$ cat config.mk
export PLATFORM = sky130hd
export DESIGN_NAME = aesbm_round
export DESIGN_NICKNAME = d
export VERILOG_FILES = /design/src/rtl/core/aesbm_pkg.sv /design/src/rtl/core/aesbm_lane.sv /design/src/rtl/core/aesbm_round.sv
export SDC_FILE = /design/constraint.sdc
export NUM_CORES = 2
export LEC_CHECK = 0
export ABC_AREA = 1
export ABC_CLOCK_PERIOD_IN_PS = 6600
export BUFFER_PORTS_ARGS = -buffer_cell sky130_fd_sc_hd__buf_2
export CORE_MARGIN = 3
export CORE_UTILIZATION = 28
export DETAILED_ROUTE_END_ITERATION = 10
export GPL_TIMING_DRIVEN = 0
export PLACE_DENSITY = 0.43
export RECOVER_POWER = 50
export REMOVE_ABC_BUFFERS = 1
export SLEW_MARGIN = 40
export SYNTH_ARGS = -nofsm -noshare
export SYNTH_HDL_FRONTEND = slang
export SYNTH_SLANG_ARGS = --single-unit
$ cat constraint.sdc
create_clock -name vclk -period 6.6
set_input_delay 1.32 -clock vclk [all_inputs]
set_output_delay 1.32 -clock vclk [all_outputs]
set_load 0.01 [all_outputs]
$ cat src/rtl/core/aesbm_pkg.sv
// ----------------------------------------------------------------------------
// aesbm_pkg
// shared constants, tables and byte-level functions of the aes-128 mode block
// ----------------------------------------------------------------------------
package aesbm_pkg;

  localparam int BLOCK_W = 128;
  localparam int HALF_W  = 64;
  localparam int ROUNDS  = 10;
  localparam int NUM_LANES = 4;
  localparam int LANE_W  = 32;
  localparam int MODE_W  = 2;
  localparam int CFG_IDX_W = 3;

  localparam logic [MODE_W-1:0] MODE_ECB    = 2'd0;
  localparam logic [MODE_W-1:0] MODE_CBC    = 2'd1;
  localparam logic [MODE_W-1:0] MODE_CFB    = 2'd2;
  // spare code, handled like ecb
  localparam logic [MODE_W-1:0] MODE_UNUSED = 2'd3;

  localparam logic [CFG_IDX_W-1:0] REG_MODE   = 3'd0;
  localparam logic [CFG_IDX_W-1:0] REG_KEY_HI = 3'd1;
  localparam logic [CFG_IDX_W-1:0] REG_KEY_LO = 3'd2;
  localparam logic [CFG_IDX_W-1:0] REG_IV_HI  = 3'd3;
  localparam logic [CFG_IDX_W-1:0] REG_IV_LO  = 3'd4;

  localparam logic [7:0] SBOX [256] = '{
    8'h63,8'h7c,8'h77,8'h7b,8'hf2,8'h6b,8'h6f,8'hc5,8'h30,8'h01,8'h67,8'h2b,8'hfe,8'hd7,8'hab,8'h76,
    8'hca,8'h82,8'hc9,8'h7d,8'hfa,8'h59,8'h47,8'hf0,8'had,8'hd4,8'ha2,8'haf,8'h9c,8'ha4,8'h72,8'hc0,
    8'hb7,8'hfd,8'h93,8'h26,8'h36,8'h3f,8'hf7,8'hcc,8'h34,8'ha5,8'he5,8'hf1,8'h71,8'hd8,8'h31,8'h15,
    8'h04,8'hc7,8'h23,8'hc3,8'h18,8'h96,8'h05,8'h9a,8'h07,8'h12,8'h80,8'he2,8'heb,8'h27,8'hb2,8'h75,
    8'h09,8'h83,8'h2c,8'h1a,8'h1b,8'h6e,8'h5a,8'ha0,8'h52,8'h3b,8'hd6,8'hb3,8'h29,8'he3,8'h2f,8'h84,
    8'h53,8'hd1,8'h00,8'hed,8'h20,8'hfc,8'hb1,8'h5b,8'h6a,8'hcb,8'hbe,8'h39,8'h4a,8'h4c,8'h58,8'hcf,
    8'hd0,8'hef,8'haa,8'hfb,8'h43,8'h4d,8'h33,8'h85,8'h45,8'hf9,8'h02,8'h7f,8'h50,8'h3c,8'h9f,8'ha8,
    8'h51,8'ha3,8'h40,8'h8f,8'h92,8'h9d,8'h38,8'hf5,8'hbc,8'hb6,8'hda,8'h21,8'h10,8'hff,8'hf3,8'hd2,
    8'hcd,8'h0c,8'h13,8'hec,8'h5f,8'h97,8'h44,8'h17,8'hc4,8'ha7,8'h7e,8'h3d,8'h64,8'h5d,8'h19,8'h73,
    8'h60,8'h81,8'h4f,8'hdc,8'h22,8'h2a,8'h90,8'h88,8'h46,8'hee,8'hb8,8'h14,8'hde,8'h5e,8'h0b,8'hdb,
    8'he0,8'h32,8'h3a,8'h0a,8'h49,8'h06,8'h24,8'h5c,8'hc2,8'hd3,8'hac,8'h62,8'h91,8'h95,8'he4,8'h79,
    8'he7,8'hc8,8'h37,8'h6d,8'h8d,8'hd5,8'h4e,8'ha9,8'h6c,8'h56,8'hf4,8'hea,8'h65,8'h7a,8'hae,8'h08,
    8'hba,8'h78,8'h25,8'h2e,8'h1c,8'ha6,8'hb4,8'hc6,8'he8,8'hdd,8'h74,8'h1f,8'h4b,8'hbd,8'h8b,8'h8a,
    8'h70,8'h3e,8'hb5,8'h66,8'h48,8'h03,8'hf6,8'h0e,8'h61,8'h35,8'h57,8'hb9,8'h86,8'hc1,8'h1d,8'h9e,
    8'he1,8'hf8,8'h98,8'h11,8'h69,8'hd9,8'h8e,8'h94,8'h9b,8'h1e,8'h87,8'he9,8'hce,8'h55,8'h28,8'hdf,
    8'h8c,8'ha1,8'h89,8'h0d,8'hbf,8'he6,8'h42,8'h68,8'h41,8'h99,8'h2d,8'h0f,8'hb0,8'h54,8'hbb,8'h16
  };

  localparam logic [7:0] RCON [ROUNDS] = '{
    8'h01,8'h02,8'h04,8'h08,8'h10,8'h20,8'h40,8'h80,8'h1b,8'h36
  };

  // byte k of a block sits at bits [127-8k -: 8]
  function automatic logic [7:0] get_byte(input logic [BLOCK_W-1:0] b, input int k);
    return b[BLOCK_W-1-8*k -: 8];
  endfunction

  function automatic logic [7:0] xtime(input logic [7:0] x);
    return {x[6:0], 1'b0} ^ (x[7] ? 8'h1b : 8'h00);
  endfunction

  function automatic logic [31:0] sub_word(input logic [31:0] w);
    return {SBOX[w[31:24]], SBOX[w[23:16]], SBOX[w[15:8]], SBOX[w[7:0]]};
  endfunction

endpackage

$ cat src/rtl/core/aesbm_lane.sv
// ----------------------------------------------------------------------------
// aesbm_lane
// one column of an aes round: gathers its shifted bytes, sbox and, except in the last round, mixcolumns
// ----------------------------------------------------------------------------
module aesbm_lane #(
  parameter int COL = 0
) (
  input  logic [aesbm_pkg::BLOCK_W-1:0] state_in,
  input  logic                          last_round,
  output logic [aesbm_pkg::LANE_W-1:0]  col_out
);

  logic [7:0] a [4];
  logic [7:0] all_x;

  always_comb begin
    for (int r = 0; r < 4; r++) begin
      a[r] = aesbm_pkg::SBOX[aesbm_pkg::get_byte(state_in, r + 4*((COL + r) % 4))];
    end
    all_x = a[0] ^ a[1] ^ a[2] ^ a[3];
    if (last_round) begin
      col_out = {a[0], a[1], a[2], a[3]};
    end else begin
      col_out = {a[0] ^ all_x ^ aesbm_pkg::xtime(a[0] ^ a[1]),
                 a[1] ^ all_x ^ aesbm_pkg::xtime(a[1] ^ a[2]),
                 a[2] ^ all_x ^ aesbm_pkg::xtime(a[2] ^ a[3]),
                 a[3] ^ all_x ^ aesbm_pkg::xtime(a[3] ^ a[0])};
    end
  end

endmodule

$ cat src/rtl/core/aesbm_round.sv
// ----------------------------------------------------------------------------
// aesbm_round
// four column lanes side by side, merged into one state and keyed
// ----------------------------------------------------------------------------
module aesbm_round (
  input  logic [aesbm_pkg::BLOCK_W-1:0] state_in,
  input  logic [aesbm_pkg::BLOCK_W-1:0] round_key,
  input  logic                          last_round,
  output logic [aesbm_pkg::BLOCK_W-1:0] state_out
);

  logic [aesbm_pkg::LANE_W-1:0] cols [aesbm_pkg::NUM_LANES];

  for (genvar c = 0; c < aesbm_pkg::NUM_LANES; c++) begin : g_lane
    aesbm_lane #(.COL(c)) u_lane (
      .state_in  (state_in),
      .last_round(last_round),
      .col_out   (cols[c])
    );
  end

  // merge lanes: column 0 in the top word
  always_comb begin
    for (int c = 0; c < aesbm_pkg::NUM_LANES; c++) begin
      state_out[aesbm_pkg::BLOCK_W-1-aesbm_pkg::LANE_W*c -: aesbm_pkg::LANE_W] =
        cols[c] ^ round_key[aesbm_pkg::BLOCK_W-1-aesbm_pkg::LANE_W*c -: aesbm_pkg::LANE_W];
    end
  end

endmodule

==> results.sh <==
export IMPL_synth_warnings=0
export IMPL_grt_overflow_total=0
export IMPL_core_um2=208000
export IMPL_clock_buffer_count=0
export IMPL_fin_ws_ps=52.9
export IMPL_synth_area_leaders="nand2_1, nand3_1, ha_1, inv_1, nor2_1"
export IMPL_ff_latch_area_um2=0
export IMPL_ir_worst_vdd_v=0.0000848
export IMPL_synth_top_cells_by_count="nand2_1, nand3_1, inv_1, nor2_1, o21ai_0"
export IMPL_layout_drive_gt1_share_pct=5.68
export IMPL_yosysTopAreaCell="nand2_1"
export IMPL_critPathArrivalTime_ps=5230
export IMPL_cap_violations=0
export IMPL_relSlewSlack_pct=40.6
export IMPL_antenna_found_initial=38
export IMPL_path_max_fanout=15
export IMPL_rsz0062_at_grt="true"
export IMPL_ant_nets=0
export IMPL_ctsHoldBuffers=0
export IMPL_chipHeight_um=465
export IMPL_worst_slew_pin_slew_ps=891
export IMPL_required_ps=5280
export IMPL_synth_top_area_share_pct=35.9
export IMPL_fp_row_count=167
export IMPL_drtPass1Iterations=7
export IMPL_seq_cells=0
export IMPL_grt_pass1_vias=80492
export IMPL_floorplan_initialDensity_pct=28.3
export IMPL_io_buffers=385
export IMPL_drt_iter0_drc=15609
export IMPL_area_growth_pct=4.86
export IMPL_ys_seq_area_share_pct=0
export IMPL_num_io_pins=385
export IMPL_power_density_nw_per_um2=117
export IMPL_grt_pass1_wl_um=519000
export IMPL_p_leak_nw=33.8
export IMPL_die_w_um=465
export IMPL_worstSetupEndpointType="primary output"
export IMPL_syn_inst=12971
export IMPL_nets=13150
export IMPL_slew_violations=0
export IMPL_dp_slack_ps=-299
export IMPL_crit_type="in2out"
export IMPL_fillCellCount=25211
export IMPL_grt_max_degree=85
export IMPL_finalSetupViolations=0
export IMPL_finalCriticalPeriod_ps=6550
export IMPL_start_kind="input pin"
export IMPL_vias_per_cell=5.88
export IMPL_report_final_hold_viol_count=0
export IMPL_syn_avg_cell_area_um2=4.55
export IMPL_drc=0
export IMPL_syn_cell_area_um2=59000
export IMPL_fin_crit_sh_pct=99.2
export IMPL_dpl_hpwl_um=258000
export IMPL_post_drt_wl_per_cell_um=22.8
export IMPL_grt_total_usage_pct=30.2
export IMPL_via_count=90971
export IMPL_max_freq_mhz=153
export IMPL_gp_congestion=1.02
export IMPL_yosysMostFrequentCell="nand2_1"
export IMPL_hold_path_class="in2out"
export IMPL_wl_um=352000
export IMPL_status="completed"
export IMPL_finalCoreUtilization_pct=29.7
export IMPL_synth_distinct_cells=42
export IMPL_die_area_um2=216000
[cell type report]
type                       count  area (um2)  area share, %
antenna                       25        62.6          0.101
inverter                     785        3120           5.04
multi-input combinational  11427       52500           84.9
tap                         2788        3490           5.64
timing repair buffer         439        2680           4.33
[layer usage]
layer	track usage [%]	vias up	part of all wire, %
li1	-	42228	-
met1	41.2	41250	40
met2	46.5	6357	43
met3	4.33	1118	11
met4	13.7	18	5.7
met5	0	-	0.036
[kinds of logic after synthesis]
| logic type | count (synthesis) | synth area share (%) |
|---|---|---|
| adder cells (fa/ha/maj) | 240 | 5.09 |
| AO/OA/AOI/OAI | 1142 | 10.9 |
| XOR/XNOR | 48 | 0.712 |
| AND/OR/NAND/NOR | 9997 | 72.1 |
| buffers and inverters | 1544 | 11.3 |
[path summary, 6_finish.rpt]
check,to,startpoint,cells past startpoint,slack (ps)
worst max-delay path,state_out[95],state_in[89],20,50
worst min-delay path,state_out[32],round_key[32],4,2920
[cell usage in the layout (no fill, tap or decap), types with 14 or more instances in the layout]
cell type	n
a21oi_1	372
a31oi_1	20
buf_2	291
buf_4	78
clkbuf_1	24
clkbuf_4	21
clkinvlp_4	14
diode_2	25
ha_1	234
inv_1	646
inv_2	66
inv_4	39
nand2_1	5613
nand2_2	106
nand3_1	3429
nand3b_1	64
nand4_1	67
nor2_1	665
nor2_2	35
o211ai_1	219
o21ai_0	437
o21ai_1	49
xnor2_1	25
xor2_1	22
[critical path, stage by stage]
cell      delay [ps]
clkbuf_4         240
inv_2            270
ha_2             390
nand2_1          350
nand2_1          210
o21ai_0          230
nand2_1           70
a21oi_1          350
nand2_1           90
nand2_1          130
nand2_1          130
nand2_1          240
xnor2_1          190
inv_1             90
nand2_1           70
nand3_1          170
nand2_1          110
inv_1             40
nor2_1           300
buf_2            210
[through the flow]
stage	hold WS, ps	cells	power (mW)	area [um2]	setup TNS [ps]
after floorplan	2760	12212	4.31	55300	0
final	2920	15464	7.24	61900	0
after global placement	2920	15385	7.05	60700	-469710
after CTS	2920	15399	6.98	61300	-134
after detailed placement	2920	15398	6.95	61200	-2940
after global routing	2950	15451	7.90	61900	-118
[report_power, final]
group / switching [mW] / internal [mW] / total, mW
combinational: 5.29 / 1.95 / 7.24
sequential: 0 / 0 / 0
clock: 0 / 0.000000544 / 0.000000544
total: 5.29 / 1.95 / 7.24
[timing repair]
action / CTS / global route
endpoints found under the hold margin: 0 / 0
resized for setup: 9 / 101
cloned: 0 / 0
setup buffers: 1 / 40
endpoints found under the setup margin: 31 / 113
(Power assumes the default switching activity.)
